===== src/rtl/terminal_escape_sequence_framer_defines.svh =====
// assertion macros shared by the framer modules
// depends on nothing; taken in by the files that carry assertions
`ifndef TERMINAL_ESCAPE_SEQUENCE_FRAMER_DEFINES_SVH
`define TERMINAL_ESCAPE_SEQUENCE_FRAMER_DEFINES_SVH

// same-cycle implication, checked at every rising clock edge outside reset
`define TESF_ASSERT_NOW(label, clk, rst, ante, cons, msg) \
   label: assert property (@(posedge clk) disable iff (rst) (ante) |-> (cons)) \
      else $error(msg);

// next-cycle implication, checked at every rising clock edge outside reset
`define TESF_ASSERT_NEXT(label, clk, rst, ante, cons, msg) \
   label: assert property (@(posedge clk) disable iff (rst) (ante) |=> (cons)) \
      else $error(msg);

`endif


===== src/rtl/tesf_pkg.sv =====
// types, codes and helpers of the terminal escape sequence framer
// no dependencies; imported by every framer module
package tesf_pkg;

   localparam int SEQ_DEPTH_DEFAULT = 32;

   // input operation codes
   localparam logic OP_BYTE = 1'b0;
   localparam logic OP_TICK = 1'b1;

   // sequence kind codes
   localparam logic [2:0] KIND_RAW = 3'd0;
   localparam logic [2:0] KIND_ESC = 3'd1;
   localparam logic [2:0] KIND_CSI = 3'd2;
   localparam logic [2:0] KIND_SS3 = 3'd3;
   localparam logic [2:0] KIND_OSC = 3'd4;
   localparam logic [2:0] KIND_DCS = 3'd5;
   localparam logic [2:0] KIND_OVF = 3'd6;

   // special bytes
   localparam logic [7:0] BYTE_ESC       = 8'h1B;
   localparam logic [7:0] BYTE_BEL       = 8'h07;
   localparam logic [7:0] BYTE_FINAL_LO  = 8'h40;
   localparam logic [7:0] BYTE_FINAL_HI  = 8'h7E;
   localparam logic [7:0] BYTE_CSI_INTRO = 8'h5B;   // '['
   localparam logic [7:0] BYTE_SS3_INTRO = 8'h4F;   // 'O'
   localparam logic [7:0] BYTE_OSC_INTRO = 8'h5D;   // ']'
   localparam logic [7:0] BYTE_DCS_INTRO = 8'h50;   // 'P'
   localparam logic [7:0] BYTE_BSLASH    = 8'h5C;   // '\'

   localparam logic [16:0] ELAPSED_MAX = 17'h1FFFF;

   // parser mode, one-hot
   typedef enum logic [6:0] {
      MODE_IDLE = 7'b0000001,
      MODE_UTF8 = 7'b0000010,
      MODE_ESC  = 7'b0000100,
      MODE_CSI  = 7'b0001000,
      MODE_SS3  = 7'b0010000,
      MODE_OSC  = 7'b0100000,
      MODE_DCS  = 7'b1000000
   } mode_type;

   // controller state, one-hot
   typedef enum logic [1:0] {
      ST_RUN   = 2'b01,
      ST_DRAIN = 2'b10
   } ctrl_state_type;

   // commands from controller to datapath
   typedef struct packed {
      logic take;   // input transfer this cycle
      logic load;   // read next stored byte into the output register
   } ctrl_cmd_type;

   // status from datapath to controller
   typedef struct packed {
      logic flush_req;    // the current input item completes a sequence
      logic out_busy;     // output register holds a byte that is stalled
      logic drain_last;   // the read pointer is at the last byte
   } dp_status_type;

   // utf-8 sequence length from its lead byte, 1 for anything else
   function automatic logic [2:0] lead_length(input logic [7:0] b);
      logic [2:0] n;
      n = 3'd1;
      if (b >= 8'hC2 && b <= 8'hDF) n = 3'd2;
      else if (b >= 8'hE0 && b <= 8'hEF) n = 3'd3;
      else if (b >= 8'hF0 && b <= 8'hF4) n = 3'd4;
      return n;
   endfunction

endpackage


===== src/rtl/tesf_ctrl.sv =====
// controller of the framer: input handshake and readout sequencing
// depends on tesf_pkg and the framer assertion macros
`include "terminal_escape_sequence_framer_defines.svh"

module tesf_ctrl
   import tesf_pkg::*;
(
   input  logic          clock,
   input  logic          reset,
   input  logic          req_valid,
   output logic          req_stall,
   input  dp_status_type status,
   output ctrl_cmd_type  cmd
);

   ctrl_state_type state_ff, state_in;

   // handshake and commands
   always_comb begin
      req_stall = (state_ff != ST_RUN);
      cmd.take  = req_valid && (state_ff == ST_RUN);
      cmd.load  = (state_ff == ST_DRAIN) && !status.out_busy;
   end

   // next state
   always_comb begin
      state_in = state_ff;
      unique case (state_ff)
         ST_RUN: begin
            if (cmd.take && status.flush_req) state_in = ST_DRAIN;
         end
         ST_DRAIN: begin
            if (cmd.load && status.drain_last) state_in = ST_RUN;
         end
         default: state_in = ST_RUN;
      endcase
   end

   always_ff @(posedge clock) begin
      if (reset) begin
         state_ff <= ST_RUN;
      end else begin
         state_ff <= state_in;
      end
   end

   `TESF_ASSERT_NEXT(a_flush_starts_drain, clock, reset, cmd.take && status.flush_req, state_ff == ST_DRAIN, "completed sequence did not start readout")

endmodule


===== src/rtl/tesf_datapath.sv =====
// datapath of the framer: sequence store, parser state, readout and output register
// depends on tesf_pkg and the framer assertion macros
`include "terminal_escape_sequence_framer_defines.svh"

module tesf_datapath
   import tesf_pkg::*;
#(
   parameter int SEQ_DEPTH = SEQ_DEPTH_DEFAULT
)
(
   input  logic          clock,
   input  logic          reset,
   input  logic          req_op,
   input  logic [7:0]    req_data_byte,
   input  logic          csr_wr_en,
   input  logic [15:0]   csr_wr_data,
   output logic          rsp_valid,
   input  logic          rsp_stall,
   output logic [7:0]    rsp_seq_byte,
   output logic [2:0]    rsp_seq_kind,
   output logic          rsp_last_of_seq,
   input  ctrl_cmd_type  cmd,
   output dp_status_type status
);

   localparam int AW = (SEQ_DEPTH > 1) ? $clog2(SEQ_DEPTH) : 1;
   localparam int LW = $clog2(SEQ_DEPTH + 1);
   localparam logic [LW-1:0] DEPTH_L = LW'(SEQ_DEPTH);

   logic [7:0]    store_mem [SEQ_DEPTH];

   logic [15:0]   timeout_ff;
   logic [LW-1:0] length_ff, length_in;
   mode_type      mode_ff, mode_in;
   logic [2:0]    utf8_len_ff, utf8_len_in;
   logic [16:0]   elapsed_ff, elapsed_in;
   logic          pending_ff, pending_in;

   logic [LW-1:0] drain_len_ff;
   logic [AW-1:0] rd_ptr_ff;
   logic [2:0]    kind_ff;

   logic          rsp_valid_ff;
   logic [7:0]    rsp_byte_ff;
   logic [2:0]    rsp_kind_ff;
   logic          rsp_last_ff;

   logic [LW-1:0] len_inc;
   logic [16:0]   elapsed_inc;
   logic [2:0]    lead_n;
   logic          flush;
   logic [2:0]    flush_kind;

   assign len_inc     = length_ff + LW'(1);
   assign elapsed_inc = (elapsed_ff == ELAPSED_MAX) ? elapsed_ff : elapsed_ff + 17'd1;
   assign lead_n      = lead_length(req_data_byte);

   // parser: next state and completion of the current item
   always_comb begin
      length_in   = length_ff;
      mode_in     = mode_ff;
      utf8_len_in = utf8_len_ff;
      elapsed_in  = elapsed_ff;
      pending_in  = pending_ff;
      flush       = 1'b0;
      flush_kind  = KIND_RAW;
      if (req_op == OP_TICK) begin
         if (mode_ff == MODE_ESC) begin
            elapsed_in = elapsed_inc;
            if (elapsed_inc > {1'b0, timeout_ff}) begin
               flush      = 1'b1;
               flush_kind = KIND_ESC;
            end
         end
      end else begin
         length_in = len_inc;
         unique case (mode_ff) inside
            MODE_IDLE: begin
               if (req_data_byte == BYTE_ESC) begin
                  if (timeout_ff == 16'd0) begin
                     flush      = 1'b1;
                     flush_kind = KIND_ESC;
                  end else begin
                     mode_in    = MODE_ESC;
                     elapsed_in = 17'd0;
                  end
               end else if (lead_n == 3'd1) begin
                  flush      = 1'b1;
                  flush_kind = KIND_RAW;
               end else begin
                  mode_in     = MODE_UTF8;
                  utf8_len_in = lead_n;
               end
            end
            MODE_UTF8: begin
               if (len_inc >= LW'(utf8_len_ff)) begin
                  flush      = 1'b1;
                  flush_kind = KIND_RAW;
               end
            end
            MODE_ESC: begin
               elapsed_in = 17'd0;
               pending_in = 1'b0;
               unique case (req_data_byte)
                  BYTE_CSI_INTRO: mode_in = MODE_CSI;
                  BYTE_SS3_INTRO: mode_in = MODE_SS3;
                  BYTE_OSC_INTRO: mode_in = MODE_OSC;
                  BYTE_DCS_INTRO: mode_in = MODE_DCS;
                  default: begin
                     flush      = 1'b1;
                     flush_kind = KIND_ESC;
                  end
               endcase
            end
            MODE_CSI: begin
               if (req_data_byte >= BYTE_FINAL_LO && req_data_byte <= BYTE_FINAL_HI) begin
                  flush      = 1'b1;
                  flush_kind = KIND_CSI;
               end
            end
            MODE_SS3: begin
               if (len_inc >= LW'(3)) begin
                  flush      = 1'b1;
                  flush_kind = KIND_SS3;
               end
            end
            MODE_OSC, MODE_DCS: begin
               if (req_data_byte == BYTE_BEL ||
                   (pending_ff && req_data_byte == BYTE_BSLASH)) begin
                  flush      = 1'b1;
                  flush_kind = (mode_ff == MODE_OSC) ? KIND_OSC : KIND_DCS;
               end
               pending_in = (req_data_byte == BYTE_ESC);
            end
            default: begin
               mode_in   = MODE_IDLE;
               length_in = '0;
            end
         endcase
         // store full without an end: flush as overflow
         if (!flush && len_inc >= DEPTH_L) begin
            flush      = 1'b1;
            flush_kind = KIND_OVF;
         end
      end
   end

   // configuration register and parser state
   always_ff @(posedge clock) begin
      if (reset) begin
         timeout_ff  <= '0;
         length_ff   <= '0;
         mode_ff     <= MODE_IDLE;
         utf8_len_ff <= '0;
         elapsed_ff  <= '0;
         pending_ff  <= 1'b0;
      end else begin
         if (csr_wr_en) timeout_ff <= csr_wr_data;
         if (cmd.take) begin
            if (flush) begin
               length_ff   <= '0;
               mode_ff     <= MODE_IDLE;
               utf8_len_ff <= '0;
               elapsed_ff  <= '0;
               pending_ff  <= 1'b0;
            end else begin
               length_ff   <= length_in;
               mode_ff     <= mode_in;
               utf8_len_ff <= utf8_len_in;
               elapsed_ff  <= elapsed_in;
               pending_ff  <= pending_in;
            end
         end
      end
   end

   // readout bookkeeping, captured when a sequence completes
   always_ff @(posedge clock) begin
      if (cmd.take && flush) begin
         drain_len_ff <= (req_op == OP_TICK) ? length_ff : len_inc;
         kind_ff      <= flush_kind;
      end
   end

   always_ff @(posedge clock) begin
      if (reset) begin
         rd_ptr_ff <= '0;
      end else if (cmd.take && flush) begin
         rd_ptr_ff <= '0;
      end else if (cmd.load) begin
         rd_ptr_ff <= rd_ptr_ff + AW'(1);
      end
   end

   // sequence store: write on byte transfer, registered read into the output
   always_ff @(posedge clock) begin
      if (cmd.take && req_op == OP_BYTE) begin
         store_mem[length_ff[AW-1:0]] <= req_data_byte;
      end
      if (cmd.load) begin
         rsp_byte_ff <= store_mem[rd_ptr_ff];
         rsp_kind_ff <= kind_ff;
         rsp_last_ff <= (LW'(rd_ptr_ff) + LW'(1) == drain_len_ff);
      end
   end

   // output register valid
   always_ff @(posedge clock) begin
      if (reset) begin
         rsp_valid_ff <= 1'b0;
      end else if (cmd.load) begin
         rsp_valid_ff <= 1'b1;
      end else if (!rsp_stall) begin
         rsp_valid_ff <= 1'b0;
      end
   end

   assign rsp_valid       = rsp_valid_ff;
   assign rsp_seq_byte    = rsp_byte_ff;
   assign rsp_seq_kind    = rsp_kind_ff;
   assign rsp_last_of_seq = rsp_last_ff;

   // status to the controller
   always_comb begin
      status.flush_req  = flush;
      status.out_busy   = rsp_valid_ff && rsp_stall;
      status.drain_last = (LW'(rd_ptr_ff) + LW'(1) == drain_len_ff);
   end

   `TESF_ASSERT_NOW(a_read_in_range, clock, reset, cmd.load, LW'(rd_ptr_ff) < drain_len_ff, "readout past the end of the sequence")
   `TESF_ASSERT_NOW(a_store_not_full, clock, reset, 1'b1, length_ff < DEPTH_L, "held byte count reached the store depth")
   `TESF_ASSERT_NEXT(a_flush_clears, clock, reset, cmd.take && flush, length_ff == '0 && mode_ff == MODE_IDLE, "parser not cleared after a completed sequence")

endmodule


===== src/rtl/terminal_escape_sequence_framer.sv =====
// Terminal escape sequence framer. Each accepted item (a byte or a timer tick) is taken
// whenever the input is not stalled. When an item completes a sequence of n bytes, the
// input is stalled while the sequence store is read out through its single read port,
// one byte per cycle while the result side does not stall; the last byte sits in the
// output register while the next item is already taken. Sequences that reach SEQ_DEPTH
// bytes without an end are flushed with the overflow kind. Reset is synchronous and
// needs no clearing pass; the timeout register reads zero after reset.
// depends on tesf_pkg, tesf_ctrl and tesf_datapath
module terminal_escape_sequence_framer
   import tesf_pkg::*;
#(
   parameter int SEQ_DEPTH = SEQ_DEPTH_DEFAULT
)
(
   input  logic        clock,
   input  logic        reset,
   input  logic        req_valid,
   output logic        req_stall,
   input  logic        req_op,
   input  logic [7:0]  req_data_byte,
   output logic        rsp_valid,
   input  logic        rsp_stall,
   output logic [7:0]  rsp_seq_byte,
   output logic [2:0]  rsp_seq_kind,
   output logic        rsp_last_of_seq,
   input  logic        csr_wr_en,
   input  logic [15:0] csr_wr_data
);

   ctrl_cmd_type  cmd;
   dp_status_type status;

   // handshake and readout sequencing
   tesf_ctrl u_ctrl (
      .clock     (clock),
      .reset     (reset),
      .req_valid (req_valid),
      .req_stall (req_stall),
      .status    (status),
      .cmd       (cmd)
   );

   // store, parser and output register
   tesf_datapath #(
      .SEQ_DEPTH (SEQ_DEPTH)
   ) u_datapath (
      .clock           (clock),
      .reset           (reset),
      .req_op          (req_op),
      .req_data_byte   (req_data_byte),
      .csr_wr_en       (csr_wr_en),
      .csr_wr_data     (csr_wr_data),
      .rsp_valid       (rsp_valid),
      .rsp_stall       (rsp_stall),
      .rsp_seq_byte    (rsp_seq_byte),
      .rsp_seq_kind    (rsp_seq_kind),
      .rsp_last_of_seq (rsp_last_of_seq),
      .cmd             (cmd),
      .status          (status)
   );

endmodule

===== config.mk =====
export PLATFORM = sky130hd
export DESIGN_NAME = terminal_escape_sequence_framer
export DESIGN_NICKNAME = d
export VERILOG_FILES = /design/src/rtl/tesf_pkg.sv /design/src/rtl/tesf_ctrl.sv /design/src/rtl/tesf_datapath.sv /design/src/rtl/terminal_escape_sequence_framer.sv
export VERILOG_INCLUDE_DIRS = /design/src /design/src/rtl
export SDC_FILE = /design/constraint.sdc
export NUM_CORES = 1
export LEC_CHECK = 0
export BUFFER_PORTS_ARGS = -buffer_cell sky130_fd_sc_hd__buf_4
export CAP_MARGIN = 40
export CORE_ASPECT_RATIO = 1.75
export CORE_MARGIN = 4
export CORE_UTILIZATION = 56
export CTS_CLUSTER_DIAMETER = 120
export DETAILED_ROUTE_END_ITERATION = 16
export PLACE_DENSITY = 0.76
export REMOVE_ABC_BUFFERS = 1
export SLEW_MARGIN = 40
export SYNTH_ARGS = -nofsm -noshare
export SYNTH_HDL_FRONTEND = slang
export SYNTH_SLANG_ARGS = --single-unit

===== constraint.sdc =====
create_clock -name clock -period 4.2 [get_ports clock]
set_clock_uncertainty 0.15 [all_clocks]
set_input_delay 0 -clock clock [delete_from_list [all_inputs] [get_ports clock]]
set_output_delay 0 -clock clock [all_outputs]
set_load 0.1 [all_outputs]

==> out/summary.json, run 1 <==
{
  "end_kind": "register",
  "cts-buffers-inserted": 28,
  "synthXorXnorAreaFrac_pct": 2.11,
  "average_size_of_a_mapped_cell_um2": 15.5,
  "placed_cells_incl_taps": 1270,
  "first_pass_grt_wire_length_um": 52000,
  "clk_buf_depth": 3,
  "floorplan.core_area_um2": 25400,
  "final-max-slew-violation-count": 0,
  "power.share.combinational_pct": 4.5,
  "htreeDepth": 1,
  "routed_wire_length_per_instance_um": 23.6,
  "die_outline_height_um": 221,
  "criticalPathCategory": "reg2reg",
  "layout_stage_area_growth_over_the_synthesis_result_pct": 16.6,
  "worst_pin_slew_ns": 0.807,
  "min_path_cells": 3,
  "synth_cell_type_count": 60,
  "switching_pwr_mw": 1.33,
  "mux_contribution_to_synthesized_area_pct": 14.8,
  "final-instance-count-excl-fill": 1383,
  "tritoncts_clock_tree": "done",
  "gr-usage-met1_pct": 26.8,
  "clock_power_share_pct": 42.4,
  "floorplan.io_pins": 44,
  "yosys.area_share.simple_pct": 9.64,
  "die-area_um2": 28700,
  "vias": 8644,
  "final_core_util_pct": 66.6,
  "synth_warnings": 0,
  "maxCapViolations": 0,
  "yosysSeqAreaShare_pct": 65.2,
  "post_synth_fa_ha_maj_area_fraction_pct": 2.15,
  "grt_start_max_net_pins": 43,
  "total_wirelength_um": 32600,
  "p_leak_nw": 5.62,
  "numClockSinks": 335,
  "gr-max-usage-layer": "met2",
  "synth_top_family_by_area": "multiplexers",
  "worst-endpoint-required_ns": 4.52,
  "clock_latency_on_the_worst_skew_pair_ns": 0.55,
  "floorplan.initialDensity_pct": 57.1,
  "worst_slack_ns": 0.249,
  "place_worst_setup_slack_ns": 0.266,
  "holdCritPathClass": "in2reg",
  "synth_top_flop_cell": "edfxtp_1",
  "asyncSetResetFlopFracSynth_pct": 0,
  "globalplace.congestion": 0.946,
  "critPathArrivalTime_ns": 4.27,
  "synth-edff-count": 277,
  "drt_pre_antenna_iters": 5,
  "netlist_area_um2": 14500,
  "synth.ff_latch_count": 335,
  "viasPerCell": 6.25,
  "tot_gr_track_use_pct": 23.6,
  "clockRootBuffer": "clkbuf_16",
  "crit_fanout": 14,
  "portBuffers": 43,
  "power_frac_seq_pct": 53.1,
  "grt_pass1_vias": 9208,
  "result_of_the_run": "complete, no violations",
  "setup.worst_path.start_class": "register",
  "final-hold-violation-count": 0,
  "violation_count_after_the_first_detailed_routing_iteration": 774,
  "drc": 0,
  "gr-usage-met3_pct": 2.61,
  "worst-r2r-cell-count": 15,
  "compound_cell_area_share_of_the_yosys_netlist_pct": 4.07,
  "dp_hpwl_um": 21200,
  "ir_drop_v": 0.000330,
  "setup-violations-final": 0,
  "finalNetCount": 1100,
  "die_x_um": 130,
  "max_freq_mhz": 253,
  "finalCritPeriodShare_pct": 94.1,
  "initial_antenna_violation_count": 0,
  "ant_nets": 0,
  "grt.overflow.total": 0,
  "timing.final.crit_period_ns": 3.95,
  "cell_rows": 77,
  "maxSlewHeadroom_pct": 46.1,
  "global_route.usage.met2_pct": 44.2,
  "powerDensity_nw_per_um2": 402,
  "post_route_cells_drive_above_1_share_pct": 20.8,
  "fin_area_um2": 16900,
  "antenna_cells_inserted": 0,
  "clkSlewWorstSetupHoldPaths_ns": 0.07,
  "post_synth_inst_count": 936,
  "placed_cell_area_um2": 15300,
  "intPower_mw": 5.48,
  "switching_share_pct": 19.6
}
==> critical path: stages, from the launching register on <==
cell and delay, ns:
dfxtp_1 0.39, ha_1 0.24, nand3_1 0.11, nor4_2 0.38, a21boi_1 0.19, and3_1 0.23
xor2_1 0.16, ha_1 0.32, nand4_1 0.12, nor3_1 0.28, a31oi_1 0.14, or3_1 0.41
o21ai_0 0.17, buf_4 0.25, nand2_1 0.09, a311oi_2 0.25
==> what timing repair did <==
item | in CTS | in global routing
setup buffers | 0 | 0
hold endpoints to repair | 320 | 0
resized for setup | 0 | 6
hold buffers | 61 | 0
setup endpoints to repair | 0 | 50
==> cells in the final DEF, fill, tap and decap left out, types with 28 or more instances in the layout <==
cell           netlist  final
buf_4                0     58
clkbuf_16            0     29
dfxtp_1             58     56
dlygate4sd3_1        0     61
edfxtp_1           277    277
inv_1               31     31
mux4_2              80     80
nand2_1             43     43
nand3_1             28     28
nor2_1              81     74
==> power groups by stage <==
stage | Sequential [mW] | Clock [mW] | Combinational [mW]
3_3_place_gp | 3.69 | 0 | 0.233
2_1_floorplan | 3.69 | 0 | 0.115
5_1_grt | 3.62 | 3.09 | 0.329
3_5_place_dp | 3.69 | 0 | 0.239
6_report | 3.62 | 2.89 | 0.304
4_1_cts | 3.62 | 2.92 | 0.292
==> kinds of logic (layout without fill, tap and decap cells) <==
family	count (synthesis)	in the layout
xor gates and xnor gates	35	35
AOI/OAI and AO/OA	87	87
muxes	114	114
adders and majority gates	25	25
and+or+nand+nor	266	266
DFF	335	335
buffers and inverters	74	205
==> sequential cells by signal, summed over array words and instances, names as in the netlist <==
signal / count
u_datapath.utf8_len_ff: 3
u_datapath.timeout_ff: 16
u_datapath.rsp_seq_kind: 3
u_datapath.mode_ff: 7
u_datapath.rsp_seq_byte: 8
u_ctrl.state_ff: 2
u_datapath.length_ff: 6
u_datapath.store_mem: 256
u_datapath.kind_ff: 3
u_datapath.elapsed_ff: 17
u_datapath.rsp_last_of_seq: 1
u_datapath.rsp_valid: 1
u_datapath.drain_len_ff: 6
u_datapath.rd_ptr_ff: 5
u_datapath.pending_ff: 1
==> final timing paths <==
kind | startpoint | end | slack, ns
max | u_datapath.elapsed_ff[0] | u_datapath.elapsed_ff[3] | 0.25
max reg2reg | u_datapath.elapsed_ff[0] | u_datapath.elapsed_ff[3] | 0.25
min | req_op | u_datapath.kind_ff[2] | 0.27
min reg2reg | u_datapath.kind_ff[0] | u_datapath.rsp_seq_kind[0] | 0.28
==> routing by layer <==
metal,routed length [µm],vias up,part of all wire [%]
met5,0,-,0
met4,1330,0,4.1
met3,1490,91,4.6
met2,18600,316,57
met1,11200,4352,34
li1,-,3885,-
==> cell usage after synthesis (12+ instances only) <==
cell type / count / area [µm²]
mux2i_1: 24 / 240
ha_1: 25 / 313
or3_1: 12 / 75.1
nor3_1: 16 / 80.1
edfxtp_1: 277 / 8320
nor2_1: 81 / 304
nand4_1: 17 / 106
xnor2_1: 19 / 166
xor2_1: 16 / 140
o21ai_0: 14 / 70.1
inv_1: 31 / 116
mux4_2: 80 / 1800
nand3_1: 28 / 140
dfxtp_1: 58 / 1160
clkbuf_1: 33 / 124
a21oi_1: 20 / 100
nand2_1: 43 / 161
==> stage by stage <==
stage / hold WS, ns / power (mW) / setup TNS, ns
after CTS: 0.249 / 6.84 / 0
after detailed placement: 0.0909 / 3.93 / 0
after global placement: 0.0822 / 3.93 / 0
after global routing: 0.287 / 7.04 / -0.0243
final: 0.274 / 6.82 / 0
after floorplan: -0.0821 / 3.81 / -4.04
==> layout make-up <==
| class | instances | area [µm²] |
|---|---|---|
| Timing Repair Buffer | 121 | 1090 |
| Multi-Input combinational cell | 527 | 4820 |
| Clock inverter | 15 | 256 |
| Tap cell | 316 | 395 |
| Inverter | 32 | 120 |
| Fill cell | 1752 | 8490 |
| Sequential cell | 335 | 9480 |
| Clock buffer | 37 | 786 |
Power figures use the tool's default switching activity.
==> inputs of run 2 (changes only) <==
CELL_PAD_IN_SITES_DETAIL_PLACEMENT = 0   (was default)
CELL_PAD_IN_SITES_GLOBAL_PLACEMENT = 1   (was default)
CORE_MARGIN = 2   (was 4)
CORE_UTILIZATION = 48   (was 56)
PLACE_DENSITY = default   (was 0.76)
PLACE_DENSITY_LB_ADDON = 0.1   (was default)
==> run 2 against run 1 <==
  * Clock-buffer cell count grew 1
  * Die area grew 11%
  * Critical path type unchanged
  * Sequential power is essentially flat
  * Largest cell class unchanged
  * Critical endpoint is now u_datapath.mode_ff[3]
  * Via count shrank 3.3%
  * Final area grew 0.27%
==> out/summary.json, run 2 (synthesized netlist as in run 1, its figures left out) <==
{
  "result_of_the_run": "complete, no violations",
  "final-max-slew-violation-count": 0,
  "layout.filler_cells": 2386,
  "grt.overflow.total": 0,
  "cell_rows": 84,
  "total_wirelength_um": 33000,
  "first_pass_grt_wire_length_um": 51000,
  "worst_pin_slew_ns": 0.823,
  "die_outline_height_um": 234,
  "clk_buf_depth": 3,
  "setup-violations-final": 0,
  "criticalPathCategory": "reg2reg",
  "htreeDepth": 1,
  "floorplan.initialDensity_pct": 48.5,
  "vias": 8356,
  "power_mw": 6.52,
  "setup-tns-final_ns": 0,
  "worst_slack_ns": 0.324,
  "violation_count_after_the_first_detailed_routing_iteration": 496,
  "numClockSinks": 335,
  "place_worst_setup_slack_ns": 0.0555,
  "end_kind": "register",
  "r2r_start": "u_datapath.elapsed_ff[1]",
  "maxCapViolations": 0,
  "clock_latency_on_the_worst_skew_pair_ns": 0.56,
  "hold-worst-slack_ns": 0.272,
  "largest_reg_flops": 256,
  "final-hold-violation-count": 0,
  "powerDensity_nw_per_um2": 384,
  "worst_setup_path_start": "u_datapath.elapsed_ff[1]",
  "antenna_cells_inserted": 0,
  "layout_common_cells": "277 x edfxtp_1, 80 x mux4_2, 76 x nor2_1",
  "clockRootBuffer": "clkbuf_16",
  "die-area_um2": 31700,
  "drt_pre_antenna_iters": 5,
  "cts-buffers-inserted": 29,
  "setup.worst_path.start_class": "register",
  "crit_fanout": 11,
  "final_core_util_pct": 56.7,
  "grt_pass1_vias": 8844,
  "portBuffers": 43,
  "critPathArrivalTime_ns": 4.15,
  "worst-endpoint-required_ns": 4.48,
  "final_common_cell": "edfxtp_1",
  "maxSlewHeadroom_pct": 44.9,
  "floorplan.core_area_um2": 30000,
  "dp_hpwl_um": 22200,
  "ir_drop_v": 0.000300,
  "viasPerCell": 5.69,
  "finalNetCount": 1115,
  "tritoncts_clock_tree": "done",
  "max_freq_mhz": 258,
  "post_route_cells_drive_above_1_share_pct": 21.2,
  "p_leak_nw": 5.64,
  "grt_start_max_net_pins": 41,
  "rsz0062_at_grt": "false",
  "hp-start": "u_datapath.kind_ff[1]",
  "postCtsSetupBuffers": 0,
  "die_x_um": 136,
  "floorplan.io_pins": 44,
  "finalCritPeriodShare_pct": 92.3,
  "clkSlewWorstSetupHoldPaths_ns": 0.07,
  "initial_antenna_violation_count": 0,
  "globalplace.congestion": 0.814,
  "tot_gr_track_use_pct": 21.6,
  "holdCritPathClass": "reg2reg",
  "layout_stage_area_growth_over_the_synthesis_result_pct": 16.9,
  "timing.final.crit_period_ns": 3.88,
  "drc": 0,
  "ant_nets": 0,
  "routed_wire_length_per_instance_um": 22.5
}
==> run 2: cell types whose count changed in the layout (fill, tap and decap cells not counted), sizes merged <==
cell,change
clkbuf,+1
clkinvlp,+1
inv,+3
clkinv,+1
bufinv,-5
buf,+14
==> run 2: area by class of cell <==
class | instances | area (µm²) | share of cell area (%)
well taps | 387 | 484 | 2.85
clock inverters | 15 | 143 | 0.840
multi-input cells | 527 | 4820 | 28.4
flip-flops and latches | 335 | 9480 | 55.8
clock buffers | 38 | 759 | 4.47
repair buffers | 135 | 1180 | 6.94
inverters | 32 | 120 | 0.707
==> run 2: critical path, cell delays in order, from the launching register on <==
cell	delay, ns
dfxtp_1	0.37
ha_1	0.20
nand3_1	0.13
nor4_4	0.30
a21boi_2	0.16
buf_4	0.17
a21oi_1	0.22
ha_1	0.28
a211oi_1	0.25
nor2_1	0.11
a2111oi_2	0.39
a211o_1	0.24
a21o_1	0.16
buf_4	0.21
nand4b_1	0.26
o32ai_1	0.15
==> run 2: path summary, 6_finish.rpt <==
path,slack (ns),depth (start not counted),to
setup / recovery,0.32,15,u_datapath.mode_ff[3]
hold / removal,0.27,0,u_datapath.rsp_seq_kind[1]
setup reg to reg,0.32,15,u_datapath.mode_ff[3]
hold reg to reg,0.27,0,u_datapath.rsp_seq_kind[1]
==> run 2: metal layers <==
layer / track usage, % / up-vias / wire (µm)
met5: 0 / - / 0
met4: 9.77 / 0 / 1500
met3: 2.27 / 81 / 1220
met2: 40.1 / 187 / 18000
met1: 25.0 / 4171 / 12300
li1: - / 3917 / -
==> run 2: timing repair <==
| item | in CTS | in global routing |
|---|---|---|
| hold buffers | 61 | 0 |
| endpoints found under the setup margin | 0 | 38 |
| endpoints found under the hold margin | 319 | 0 |
| resized for setup | 0 | 10 |
==> run 2: stage by stage <==
stage	std cells	instance area, µm²
5_1_grt	1469	17000
3_5_place_dp	1355	15400
6_report	1469	17000
4_1_cts	1469	16900
3_3_place_gp	1355	15400
2_1_floorplan	894	14400
==> run 2: power breakdown <==
group	internal, mW	switching [mW]
Clock	1.41	1.19
Sequential	3.61	0.0148
Combinational	0.128	0.176
==> inputs of run 3 (changes only) <==
PLACE_DENSITY = 0.73   (was default)
PLACE_DENSITY_LB_ADDON = default   (was 0.1)
==> run 3 against run 2 <==
  * Global-route usage up 0.25 points
  * Clock power up 7%
  * Sequential share of layout area down 0.14 points
  * Via count up 1.2%
  * Flip-flop and latch count unchanged
  * Core utilization up 0.15 points
==> out/summary.json, run 3 (synthesized netlist as in run 1, its figures left out) <==
{
  "cts-buffers-inserted": 29,
  "violation_count_after_the_first_detailed_routing_iteration": 486,
  "switching_pwr_mw": 1.38,
  "worst-r2r-cell-count": 15,
  "power_mw": 6.70,
  "critPathArrivalTime_ns": 4.26,
  "worst_path_largest_cell_delay_ns": 0.44,
  "grt_pass1_vias": 8897,
  "criticalPathCategory": "reg2reg",
  "ir_drop_v": 0.000308,
  "routed_wire_length_per_instance_um": 22.8,
  "die_outline_height_um": 234,
  "floorplan.io_pins": 44,
  "tot_gr_track_use_pct": 21.9,
  "first_pass_grt_wire_length_um": 51400,
  "intPower_mw": 5.32,
  "dp_hpwl_um": 22600,
  "htreeDepth": 1,
  "powerDensity_nw_per_um2": 394,
  "clk_buf_depth": 3,
  "min_path_cells": 3,
  "crit_path_cell_trace": "ha_1 > nand3_1 > nor4_4 > a21boi_0 > and3_1 > xor2_1 > ha_1 > nand4_1 > nor3_2 > a31oi_1 > or3_1 > o21ai_0 > buf_4 > nand2_1 > a311oi_2",
  "wl_met1_um": 12300,
  "worst-endpoint-required_ns": 4.51,
  "hold-worst-slack_ns": 0.252,
  "final-max-slew-violation-count": 0,
  "drc": 0,
  "layout.filler_cells": 2357,
  "clock_power_share_pct": 41.4,
  "clock_latency_on_the_worst_skew_pair_ns": 0.55,
  "finalNetCount": 1110,
  "finalCritPeriodShare_pct": 93.9,
  "globalplace.congestion": 0.907,
  "layout_common_cells": "277 x edfxtp_1, 80 x mux4_2, 78 x nor2_1",
  "result_of_the_run": "complete, no violations",
  "maxCapViolations": 0,
  "timing.final.crit_period_ns": 3.95,
  "grt_start_max_net_pins": 41,
  "ant_nets": 0,
  "crit_fanout": 9,
  "slowest_cell_on_crit_path": "or3_1",
  "setup-violations-final": 0,
  "portBuffers": 43,
  "path_common_cell": "ha_1",
  "power_frac_seq_pct": 54.0,
  "switching_share_pct": 20.6,
  "end_kind": "register",
  "clockRootBuffer": "clkbuf_16",
  "postCtsSetupBuffers": 0,
  "die-area_um2": 31700,
  "maxSlewHeadroom_pct": 45.3,
  "final_common_cell": "edfxtp_1",
  "clkSlewWorstSetupHoldPaths_ns": 0.07,
  "dr_wl_met3_um": 1160,
  "cell_rows": 84,
  "floorplan.core_area_um2": 30000,
  "drt_pre_antenna_iters": 5,
  "post_route_cells_drive_above_1_share_pct": 20.8,
  "placed_cell_area_um2": 15400,
  "holdCritPathClass": "in2reg",
  "worst_pin_slew_ns": 0.817,
  "layout_stage_area_growth_over_the_synthesis_result_pct": 17.2,
  "viasPerCell": 5.78,
  "final-hold-violation-count": 0,
  "fin_area_um2": 17000,
  "p_leak_nw": 5.65,
  "grt.overflow.total": 0,
  "floorplan.initialDensity_pct": 48.5,
  "initial_antenna_violation_count": 0,
  "setup.worst_path.start_class": "register",
  "antenna_cells_inserted": 0,
  "max_freq_mhz": 253,
  "largest_reg_flops": 256,
  "vias": 8458,
  "maxUsedRoutingLayer": "met4",
  "power.share.combinational_pct": 4.5,
  "numClockSinks": 335,
  "tritoncts_clock_tree": "done",
  "wl_met2_um": 18600,
  "total_wirelength_um": 33400,
  "die_x_um": 136
}
## run 3: changes by cell type in the layout (fill, tap and decap cells not counted), sizes merged
cell,delta
clkinv,-5
clkbuf,+2
inv,+2
clkinvlp,-1
bufinv,+2
buf,-5
## run 3: final cells by class
| cell class | count | area, µm² | share of cell area (%) |
|---|---|---|---|
| multi-input combinational | 527 | 4800 | 28.2 |
| tap | 387 | 484 | 2.84 |
| sequential | 335 | 9480 | 55.7 |
| timing repair buffer | 130 | 1150 | 6.77 |
| clock buffer | 40 | 797 | 4.68 |
| clock inverter | 13 | 189 | 1.11 |
| inverter | 32 | 120 | 0.705 |
## run 3: stage by stage
stage          cells  util (%)  TNS [ns]  setup slack, ns
2_1_floorplan    894         -     -4.04           -0.415
3_3_place_gp    1349      51.4         0           0.0735
3_5_place_dp    1349      51.4   -0.0924          -0.0108
4_1_cts         1463      56.7         0            0.121
5_1_grt         1464      56.9  -0.00397         -0.00397
6_report        1464      56.9         0            0.255
## run 3: worst paths after layout
check                                 from                          to  slack, ns
hold reg to reg      u_datapath.kind_ff[0]  u_datapath.rsp_seq_kind[0]       0.30
hold / removal                   rsp_stall  u_datapath.rsp_last_of_seq       0.25
setup / recovery  u_datapath.elapsed_ff[0]    u_datapath.elapsed_ff[3]       0.25
setup reg to reg  u_datapath.elapsed_ff[0]    u_datapath.elapsed_ff[3]       0.25
## run 3: power by group through the flow
stage	clock network, mW	registers (mW)	logic (mW)
6_report	2.78	3.62	0.303
3_5_place_dp	0	3.70	0.247
5_1_grt	2.94	3.62	0.330
3_3_place_gp	0	3.70	0.241
2_1_floorplan	0	3.69	0.115
4_1_cts	2.83	3.62	0.298
## run 3: timing repair
action / CTS / global route
hold buffers: 61 / 0
cloned: 0 / 0
setup endpoints to repair: 10 / 50
endpoints found under the hold margin: 320 / 0
resized for setup: 1 / 6
## run 3: critical path: cells and delay by family, from the launching register on
kind / cells / cell delay [ns]
flip-flops: 1 / 0.41
buffers and inverters: 1 / 0.22
XOR/XNOR: 1 / 0.15
AO/OA/AOI/OAI: 4 / 0.82
adder cells (fa/ha/maj): 2 / 0.52
AND/OR/NAND/NOR: 7 / 1.56
## run 3: routing by layer
layer	GRT usage [%]	up-vias
li1	-	3907
met1	24.4	4274
met2	41.7	207
met3	2.38	70
met4	9.31	0
met5	0	-
